<file path="config.mk">
export PLATFORM = sky130hd
export DESIGN_NAME = query_string_pair_decoder_core
export DESIGN_NICKNAME = d
export VERILOG_FILES = /design/src/rtl/qspd_pkg.sv /design/src/rtl/query_string_pair_decoder_core.sv /design/src/rtl/qspd_front.sv /design/src/rtl/qspd_queue.sv /design/src/rtl/qspd_back.sv
export SDC_FILE = /design/constraint.sdc
export NUM_CORES = 1
export LEC_CHECK = 0
export BUFFER_PORTS_ARGS = -buffer_cell sky130_fd_sc_hd__buf_2
export CORE_AREA = 2 2 114 116
export DETAILED_ROUTE_END_ITERATION = 8
export DIE_AREA = 0 0 116 118
export HOLD_SLACK_MARGIN = 0.15
export PLACE_DENSITY = 0.8
export SYNTH_ARGS = -nofsm -noshare
export SYNTH_HDL_FRONTEND = slang
export SYNTH_HIERARCHICAL = 1
export SYNTH_SLANG_ARGS = --single-unit
</file>
<file path="constraint.sdc">
create_clock -name i_clk -period 12.1 [get_ports i_clk]
set_input_delay 0.605 -clock i_clk [delete_from_list [all_inputs] [get_ports i_clk]]
set_output_delay 0.605 -clock i_clk [all_outputs]
set_load 0.1 [all_outputs]
</file>
<file path="src/rtl/qspd_pkg.sv">
`default_nettype none

package qspd_pkg;

    localparam logic [7:0] CHAR_AMP = 8'h26;
    localparam logic [7:0] CHAR_EQ  = 8'h3D;
    localparam logic [7:0] CHAR_PCT = 8'h25;

    localparam logic [1:0] KIND_NAME  = 2'd0;
    localparam logic [1:0] KIND_VALUE = 2'd1;
    localparam logic [1:0] KIND_END   = 2'd2;

    localparam int MAX_RESULTS = 4;

    typedef enum logic [1:0] {
        MODE_START = 2'd0,
        MODE_NAME  = 2'd1,
        MODE_VALUE = 2'd2,
        MODE_DROP  = 2'd3
    } t_mode;

    typedef enum logic [1:0] {
        ESC_NONE  = 2'd0,
        ESC_PCT   = 2'd1,
        ESC_DIGIT = 2'd2
    } t_esc;

    typedef struct packed {
        logic [7:0] decoded;
        logic [1:0] kind;
        logic       query_done;
    } t_result;

    // all results caused by one input item; last_idx points at the final one
    typedef struct packed {
        logic [1:0]               last_idx;
        t_result [MAX_RESULTS-1:0] res;
    } t_bundle;

endpackage

`default_nettype wire

</file>
<file path="src/rtl/query_string_pair_decoder_core.sv">
`default_nettype none

// Percent-decoding splitter for query strings: raw bytes go in one per cycle,
// decoded name bytes, value bytes and pair-end markers come out. A byte is
// accepted every cycle while full is low; each byte yields zero to four
// results, and the output register hands out one result per cycle while the
// consumer pops, so a byte with n results holds the output side for n pops.
// A two-entry queue of per-byte result groups between the classifier and the
// output serializer absorbs those bursts. A byte's first result is registered
// in the queue and then in the output register before it reaches the ports.
module query_string_pair_decoder_core (
    input  wire         i_clk,
    input  wire         i_rst_n,
    input  wire         i_push,
    output logic        o_full,
    input  wire  [7:0]  i_raw_byte,
    input  wire         i_final_byte,
    output logic        o_empty,
    input  wire         i_pop,
    output logic [7:0]  o_decoded,
    output logic [1:0]  o_kind,
    output logic        o_query_done,
    output logic        o_run_last
);

    logic              w_accept;
    logic              w_qpush, w_qvalid, w_qpop;
    qspd_pkg::t_bundle w_in_bundle, w_out_bundle;

    assign w_accept = i_push && !o_full;

    qspd_front u_front (
        .i_clk        (i_clk),
        .i_rst_n      (i_rst_n),
        .i_accept     (w_accept),
        .i_raw_byte   (i_raw_byte),
        .i_final_byte (i_final_byte),
        .o_push       (w_qpush),
        .o_bundle     (w_in_bundle)
    );

    qspd_queue u_queue (
        .i_clk    (i_clk),
        .i_rst_n  (i_rst_n),
        .i_push   (w_qpush),
        .i_bundle (w_in_bundle),
        .o_full   (o_full),
        .o_valid  (w_qvalid),
        .o_bundle (w_out_bundle),
        .i_pop    (w_qpop)
    );

    qspd_back u_back (
        .i_clk        (i_clk),
        .i_rst_n      (i_rst_n),
        .i_valid      (w_qvalid),
        .i_bundle     (w_out_bundle),
        .o_qpop       (w_qpop),
        .o_empty      (o_empty),
        .i_pop        (i_pop),
        .o_decoded    (o_decoded),
        .o_kind       (o_kind),
        .o_query_done (o_query_done),
        .o_run_last   (o_run_last)
    );

endmodule

`default_nettype wire

</file>
<file path="src/rtl/qspd_front.sv">
`default_nettype none

module qspd_front (
    input  wire                     i_clk,
    input  wire                     i_rst_n,
    input  wire                     i_accept,
    input  wire  [7:0]              i_raw_byte,
    input  wire                     i_final_byte,
    output logic                    o_push,
    output qspd_pkg::t_bundle       o_bundle
);

    qspd_pkg::t_mode r_mode, n_mode, w_mode_mid;
    qspd_pkg::t_esc  r_esc, n_esc, w_esc_mid;
    logic [7:0]      r_held, n_held, w_held_mid;

    logic       w_amp, w_eq, w_pct, w_hex;
    logic       w_part, w_bnd_amp, w_bnd_eq;
    logic [3:0] w_nib_b, w_nib_h;

    function automatic logic is_hex(input logic [7:0] c);
        is_hex = (c >= 8'h30 && c <= 8'h39) || (c >= 8'h61 && c <= 8'h66)
              || (c >= 8'h41 && c <= 8'h46);
    endfunction

    // digits map through the low nibble, letters add ten above the 'a'/'A' base
    function automatic logic [3:0] hex_val(input logic [7:0] c);
        hex_val = (c <= 8'h39) ? c[3:0] : c[3:0] + 4'd9;
    endfunction

    function automatic qspd_pkg::t_result mk(input logic [7:0] b, input logic [1:0] k,
                                             input logic d);
        qspd_pkg::t_result r;
        r.decoded    = b;
        r.kind       = k;
        r.query_done = d;
        mk = r;
    endfunction

    assign w_amp   = (i_raw_byte == qspd_pkg::CHAR_AMP);
    assign w_eq    = (i_raw_byte == qspd_pkg::CHAR_EQ);
    assign w_pct   = (i_raw_byte == qspd_pkg::CHAR_PCT);
    assign w_hex   = is_hex(i_raw_byte);
    assign w_nib_b = hex_val(i_raw_byte);
    assign w_nib_h = hex_val(r_held);

    assign w_bnd_amp = (r_mode == qspd_pkg::MODE_NAME || r_mode == qspd_pkg::MODE_VALUE) && w_amp;
    assign w_bnd_eq  = (r_mode == qspd_pkg::MODE_NAME) && w_eq;
    assign w_part    = ((r_mode == qspd_pkg::MODE_START) && !w_amp && !w_eq)
                    || ((r_mode == qspd_pkg::MODE_NAME) && !w_amp && !w_eq)
                    || ((r_mode == qspd_pkg::MODE_VALUE) && !w_amp);

    // next state
    always_comb begin
        w_mode_mid = r_mode;
        case (r_mode)
            qspd_pkg::MODE_START: begin
                if (w_eq) begin
                    w_mode_mid = qspd_pkg::MODE_DROP;
                end else if (!w_amp) begin
                    w_mode_mid = qspd_pkg::MODE_NAME;
                end
            end
            qspd_pkg::MODE_DROP: begin
                if (w_amp) w_mode_mid = qspd_pkg::MODE_START;
            end
            qspd_pkg::MODE_NAME: begin
                if (w_amp) begin
                    w_mode_mid = qspd_pkg::MODE_START;
                end else if (w_eq) begin
                    w_mode_mid = qspd_pkg::MODE_VALUE;
                end
            end
            qspd_pkg::MODE_VALUE: begin
                if (w_amp) w_mode_mid = qspd_pkg::MODE_START;
            end
            default: begin
                w_mode_mid = qspd_pkg::MODE_START;
            end
        endcase

        w_esc_mid  = r_esc;
        w_held_mid = r_held;
        if (w_bnd_amp || w_bnd_eq) begin
            w_esc_mid  = qspd_pkg::ESC_NONE;
            w_held_mid = 8'd0;
        end else if (w_part) begin
            if (r_esc == qspd_pkg::ESC_PCT && w_hex) begin
                w_esc_mid  = qspd_pkg::ESC_DIGIT;
                w_held_mid = i_raw_byte;
            end else begin
                w_esc_mid  = (w_pct && !(r_esc == qspd_pkg::ESC_DIGIT && w_hex))
                           ? qspd_pkg::ESC_PCT : qspd_pkg::ESC_NONE;
                w_held_mid = 8'd0;
            end
        end

        // the final byte returns everything to the reset values
        if (i_final_byte) begin
            n_mode = qspd_pkg::MODE_START;
            n_esc  = qspd_pkg::ESC_NONE;
            n_held = 8'd0;
        end else begin
            n_mode = w_mode_mid;
            n_esc  = w_esc_mid;
            n_held = w_held_mid;
        end
    end

    // results of this item
    always_comb begin
        qspd_pkg::t_result [qspd_pkg::MAX_RESULTS-1:0] v_res;
        logic [2:0] v_cnt;
        logic [1:0] v_kold, v_kmid;

        v_res  = '0;
        v_cnt  = 3'd0;
        v_kold = (r_mode == qspd_pkg::MODE_NAME) ? qspd_pkg::KIND_NAME : qspd_pkg::KIND_VALUE;
        v_kmid = (w_mode_mid == qspd_pkg::MODE_NAME) ? qspd_pkg::KIND_NAME
                                                      : qspd_pkg::KIND_VALUE;

        if (w_part) begin
            if (r_esc == qspd_pkg::ESC_PCT && w_hex) begin
                v_cnt = 3'd0;
            end else if (r_esc == qspd_pkg::ESC_DIGIT && w_hex) begin
                v_res[v_cnt[1:0]] = mk({w_nib_h, w_nib_b}, v_kmid, 1'b0);
                v_cnt = v_cnt + 3'd1;
            end else begin
                // escape cut short: emit the pending bytes literally
                if (r_esc != qspd_pkg::ESC_NONE) begin
                    v_res[v_cnt[1:0]] = mk(qspd_pkg::CHAR_PCT, v_kmid, 1'b0);
                    v_cnt = v_cnt + 3'd1;
                end
                if (r_esc == qspd_pkg::ESC_DIGIT) begin
                    v_res[v_cnt[1:0]] = mk(r_held, v_kmid, 1'b0);
                    v_cnt = v_cnt + 3'd1;
                end
                if (!w_pct) begin
                    v_res[v_cnt[1:0]] = mk(i_raw_byte, v_kmid, 1'b0);
                    v_cnt = v_cnt + 3'd1;
                end
            end
        end

        if (w_bnd_amp || w_bnd_eq) begin
            if (r_esc != qspd_pkg::ESC_NONE) begin
                v_res[v_cnt[1:0]] = mk(qspd_pkg::CHAR_PCT, v_kold, 1'b0);
                v_cnt = v_cnt + 3'd1;
            end
            if (r_esc == qspd_pkg::ESC_DIGIT) begin
                v_res[v_cnt[1:0]] = mk(r_held, v_kold, 1'b0);
                v_cnt = v_cnt + 3'd1;
            end
            if (w_bnd_amp) begin
                v_res[v_cnt[1:0]] = mk(8'd0, qspd_pkg::KIND_END, i_final_byte);
                v_cnt = v_cnt + 3'd1;
            end
        end

        // end of query closes an open pair
        if (i_final_byte && !w_bnd_amp
                && (w_mode_mid == qspd_pkg::MODE_NAME || w_mode_mid == qspd_pkg::MODE_VALUE)) begin
            if (w_esc_mid != qspd_pkg::ESC_NONE) begin
                v_res[v_cnt[1:0]] = mk(qspd_pkg::CHAR_PCT, v_kmid, 1'b0);
                v_cnt = v_cnt + 3'd1;
            end
            if (w_esc_mid == qspd_pkg::ESC_DIGIT) begin
                v_res[v_cnt[1:0]] = mk(w_held_mid, v_kmid, 1'b0);
                v_cnt = v_cnt + 3'd1;
            end
            v_res[v_cnt[1:0]] = mk(8'd0, qspd_pkg::KIND_END, 1'b1);
            v_cnt = v_cnt + 3'd1;
        end

        o_bundle.res      = v_res;
        o_bundle.last_idx = 2'(v_cnt - 3'd1);
        o_push            = i_accept && (v_cnt != 3'd0);
    end

    always_ff @(posedge i_clk) begin
        if (!i_rst_n) begin
            r_mode <= qspd_pkg::MODE_START;
            r_esc  <= qspd_pkg::ESC_NONE;
            r_held <= 8'd0;
        end else if (i_accept) begin
            r_mode <= n_mode;
            r_esc  <= n_esc;
            r_held <= n_held;
        end
    end

    a_final_resets: assert property (@(posedge i_clk) disable iff (!i_rst_n)
        i_accept && i_final_byte |=> r_mode == qspd_pkg::MODE_START && r_esc == qspd_pkg::ESC_NONE)
        else $error("state not cleared after final byte");

    a_drop_no_escape: assert property (@(posedge i_clk) disable iff (!i_rst_n)
        (r_mode == qspd_pkg::MODE_START || r_mode == qspd_pkg::MODE_DROP)
            |-> r_esc == qspd_pkg::ESC_NONE)
        else $error("escape pending outside a name or value");

endmodule

`default_nettype wire

</file>
<file path="src/rtl/qspd_queue.sv">
`default_nettype none

module qspd_queue (
    input  wire                     i_clk,
    input  wire                     i_rst_n,
    input  wire                     i_push,
    input  qspd_pkg::t_bundle       i_bundle,
    output logic                    o_full,
    output logic                    o_valid,
    output qspd_pkg::t_bundle       o_bundle,
    input  wire                     i_pop
);

    qspd_pkg::t_bundle r_mem [2];
    logic       r_wp, r_rp;
    logic [1:0] r_cnt, n_cnt;

    assign o_full   = (r_cnt == 2'd2);
    assign o_valid  = (r_cnt != 2'd0);
    assign o_bundle = r_mem[r_rp];

    always_comb begin
        n_cnt = r_cnt;
        if (i_push && !i_pop) n_cnt = r_cnt + 2'd1;
        if (!i_push && i_pop) n_cnt = r_cnt - 2'd1;
    end

    always_ff @(posedge i_clk) begin
        if (i_push) r_mem[r_wp] <= i_bundle;
    end

    always_ff @(posedge i_clk) begin
        if (!i_rst_n) begin
            r_wp  <= 1'b0;
            r_rp  <= 1'b0;
            r_cnt <= 2'd0;
        end else begin
            if (i_push) r_wp <= !r_wp;
            if (i_pop)  r_rp <= !r_rp;
            r_cnt <= n_cnt;
        end
    end

    a_no_overflow: assert property (@(posedge i_clk) disable iff (!i_rst_n)
        i_push |-> !o_full || i_pop)
        else $error("push into full queue");

    a_no_underflow: assert property (@(posedge i_clk) disable iff (!i_rst_n)
        i_pop |-> o_valid)
        else $error("pop from empty queue");

endmodule

`default_nettype wire

</file>
<file path="src/rtl/qspd_back.sv">
`default_nettype none

module qspd_back (
    input  wire                     i_clk,
    input  wire                     i_rst_n,
    input  wire                     i_valid,
    input  qspd_pkg::t_bundle       i_bundle,
    output logic                    o_qpop,
    output logic                    o_empty,
    input  wire                     i_pop,
    output logic [7:0]              o_decoded,
    output logic [1:0]              o_kind,
    output logic                    o_query_done,
    output logic                    o_run_last
);

    logic              r_out_valid;
    qspd_pkg::t_result r_out;
    logic              r_last;
    logic [1:0]        r_idx;
    logic              w_load, w_is_last;

    assign w_load    = i_valid && (!r_out_valid || i_pop);
    assign w_is_last = (r_idx == i_bundle.last_idx);
    assign o_qpop    = w_load && w_is_last;

    assign o_empty      = !r_out_valid;
    assign o_decoded    = r_out.decoded;
    assign o_kind       = r_out.kind;
    assign o_query_done = r_out.query_done;
    assign o_run_last   = r_last;

    always_ff @(posedge i_clk) begin
        if (w_load) begin
            r_out  <= i_bundle.res[r_idx];
            r_last <= w_is_last;
        end
    end

    always_ff @(posedge i_clk) begin
        if (!i_rst_n) begin
            r_out_valid <= 1'b0;
            r_idx       <= 2'd0;
        end else begin
            if (w_load) begin
                r_out_valid <= 1'b1;
                r_idx       <= w_is_last ? 2'd0 : r_idx + 2'd1;
            end else if (i_pop) begin
                r_out_valid <= 1'b0;
            end
        end
    end

    a_idx_in_range: assert property (@(posedge i_clk) disable iff (!i_rst_n)
        i_valid |-> r_idx <= i_bundle.last_idx)
        else $error("serializer index past last result");

    a_idx_idle_zero: assert property (@(posedge i_clk) disable iff (!i_rst_n)
        !i_valid |-> r_idx == 2'd0)
        else $error("serializer index left mid-bundle");

endmodule

`default_nettype wire
</file>
==> metrics.csv <==
metric,value,unit
CP cell instances,inv_1 -> ha_1 -> nor3_1 -> a21o_1 -> nor2_1 -> nand2_1 -> or3_1 -> ha_1 -> nor2_1 -> ha_1 -> nand2_1 -> o21ai_0 -> ha_1 -> a221oi_2 -> ha_1 -> mux2i_1 -> ha_1 -> mux2_2 -> ha_1 -> o21ai_0 -> ha_1 -> a31oi_1 -> o2111a_1 -> and2_2,
CP max stage delay,0.90,ns
worst r2r src,u_front/r_mode[1],
Die Area,13690,sq um
first-pass GRT wire length,34940,microns
wire length on met1,9149,microns
Slowest cell on crit path,and2_2,
cell mode on critical path,ha_1,
DR iter-0 viols,836,
highest metal used,met4,
"Primary FF master, synth",edfxtp_1,
Power Dens Cells,187.6,nW/um^2
Placed Cells,890,
CP required,12.13,ns
worst hold path type,register to register,
Setup WS post-layout,3.935,ns
Final nets,788,
clock slew at reported path FFs,0.06,ns
period utilization,67.48,%
hold depth,2,
GRT Total Usage,34.44,%
Detail Route met2 WL,10630,microns
vias per cell,6.817,
Synth area leaders,"edfxtp_1 (40%), mux2_2 (7.0%), ha_1 (6.1%), dfxtp_1 (5.2%), a21oi_1 (3.1%)",
Layout Cells excl Fill,922,
top-area cell type share of the netlist area,40.30,%
DRC viols,0,
die height,118,microns
hold_buf cts,0,
Final TNS setup,0,ns
Mapped Area,7750,sq um
Post-synth EDFFs,104,
die width,116,microns
setup slack at placement,3.751,ns
root buffer cell,clkbuf_16,
Pleak,3.215,nW
"Setup violations, final",0,
wire per inst,24.84,microns
final instance area,8549,sq um
"flops & latches, synth",124,
met3 wire len,1901,microns
# IOs,27,
post-CTS setup buffers,0,
Worst R2R Path Depth,24,
RSZ-0062 raised after global routing,false,
worst slew pin tran,1.129,ns
CP startpoint kind,register,
H-tree Lvls,4,
"Core Util, Final",68.87,%
GR Overflow Total,0,
post-cts sizing count,0,
ant diodes,0,
"CP delay by family, top",adder cells,
Syn Area/Cell,10.72,sq um
Max-Cap Viols,0,
largest net degree at the start of global routing,48,
number of global-route vias before repair,6036,
port buffer count,26,
Crit. End Element,register,
# clock sinks,124,
CP bufs+invs,1,
Longest Clk Path Bufs,2,
CTS Buf Count,17,
gpl congestion,0.9982,
core area,12410,sq um
HPWL Detailed,16340,microns
dominant cell type by area after synthesis,edfxtp_1,
status,"finished, final reports clean",
r2r setup slk,3.94,ns
"Clk Latency, worst-skew pair",0.42,ns
final critical-path required period,8.165,ns
most frequent cells in the layout,"edfxtp_1 (104), nand2_1 (55), nor2_1 (50), a21oi_1 (48), mux2_2 (48)",
antenna-violating nets left,0,
"most common cell after layout, fill and taps aside",edfxtp_1,
CTS tree,yes,
routed vias,6285,
antenna violations before repair,0,
Initial Utilization,62.43,%
min-delay src,u_queue/r_cnt[1],
Routed WL,22900,microns
max_slew headroom,24.71,%
CP Max Fanout,46,
worst clock skew,0.01218,ns
cell count after synthesis,723,
1st-pass router iterations,6,
Syn Nets,774,
peak supply drop,0.1776,mV
Synth cell types,77,
yosys warns,6,
Max Freq,122.5,MHz
Final Max Slew Viols,0,
Post-synth ARST share,0,%
kind of critical path,register to register,
placed cell area,7960,sq um
WHS Endpoint,u_queue/r_cnt[1],
CP arrival,8.19,ns
Site Rows,41,
"Hold Vio Cnt, Final",0,
sequential area share after synthesis,45.46,%
share of cells above drive strength 1,18.53,%
Syn-to-layout area delta,10.32,%
reg2reg end,u_queue/r_mem[1][22],
==> power breakdown <==
group / leakage, nW / total [mW] / internal (mW) / switching, mW
Sequential: 1.17 / 0.592 / 0.558 / 0.0341
Combinational: 1.76 / 0.502 / 0.161 / 0.341
Clock: 0.285 / 0.510 / 0.308 / 0.202
Total: 3.21 / 1.60 / 1.03 / 0.577
==> worst register-to-register path: cells and delay by family, from the launching register on <==
family,cells,cell delay (ns)
compound gates,6,1.41
fa+ha+maj,8,2.74
buf+inv,1,0.13
flops,1,0.34
mux,2,0.65
simple gates,7,2.45
==> sequential cells by signal, indices dropped and copies added (netlist names), named ones only <==
name,flops
u_front/r_mode,2
u_front/r_held,8
u_front/r_esc,2
u_queue/r_rp,1
u_back/o_query_done,1
u_back/o_kind,2
u_back/o_decoded,8
u_back/r_idx,2
u_queue/r_mem,92
u_back/o_run_last,1
u_queue/r_cnt,2
u_back/r_out_valid,1
u_queue/r_wp,1
==> layout make-up <==
cell class                      count  area (sq um)
Clock inverter                     14         160.2
Timing Repair Buffer               33         182.7
Multi-Input combinational cell    531          3925
Tap cell                          172         215.2
Inverter                           30         112.6
Clock buffer                       18         429.2
Fill cell                         946          3865
Sequential cell                   124          3525
==> per-layer routing <==
metal,track usage [%],vias to the layer above
met4,17.56,0
met2,53.22,433
li1,-,2767
met5,0,-
met1,45.98,2995
met3,6.746,90
==> cells in the mapped netlist, types with 5 or more instances <==
master	n
ha_1	38
clkbuf_1	23
mux2_2	48
and2_1	23
edfxtp_1	104
nand4_1	7
nor3_1	9
o211ai_1	6
nor2b_1	13
nand3_1	11
xnor2_1	8
or3_1	5
buf_2	7
mux4_1	6
nand2_1	55
o22ai_1	21
a32oi_1	7
mux4_2	5
dfxtp_1	20
a21oi_1	48
a22o_1	5
a22oi_1	9
o2bb2ai_1	5
and3_1	13
a31oi_1	16
nor2_1	51
o21ai_0	36
o22a_1	6
inv_1	30
==> through the flow <==
step	hold slack, ns	power, mW
2_1_floorplan	0.4612	1.011
3_3_place_gp	0.4747	1.080
3_5_place_dp	0.4932	1.098
4_1_cts	0.5035	1.606
5_1_grt	0.5278	1.664
6_report	0.4982	1.604
==> logic make-up after synthesis <==
kind of cell / Yosys count / share of synthesized area, %
AND/OR/NAND/NOR: 224 / 15.47
AO/OA/AOI/OAI: 195 / 16.63
flip-flops: 124 / 45.46
buffers and inverters: 68 / 4.101
multiplexers: 62 / 10.85
adder cells (fa/ha/maj): 38 / 6.135
XOR/XNOR: 12 / 1.356
==> worst max-delay path by stage <==
| stage | slack [ns] | end | startpoint | cells after the start |
|---|---|---|---|---|
| floorplan | 3.53 | u_queue/r_mem[0][0] | i_raw_byte[1] | 26 |
| global placement | 4.10 | u_queue/r_mem[1][11] | i_raw_byte[1] | 25 |
| detailed placement | 3.75 | u_queue/r_mem[1][33] | i_raw_byte[1] | 26 |
| CTS | 4.03 | u_queue/r_mem[1][22] | u_front/r_mode[1] | 24 |
| global route | 3.48 | u_queue/r_mem[1][22] | u_front/r_mode[1] | 24 |
| finish | 3.94 | u_queue/r_mem[1][22] | u_front/r_mode[1] | 24 |
(Power assumes the default switching activity.)
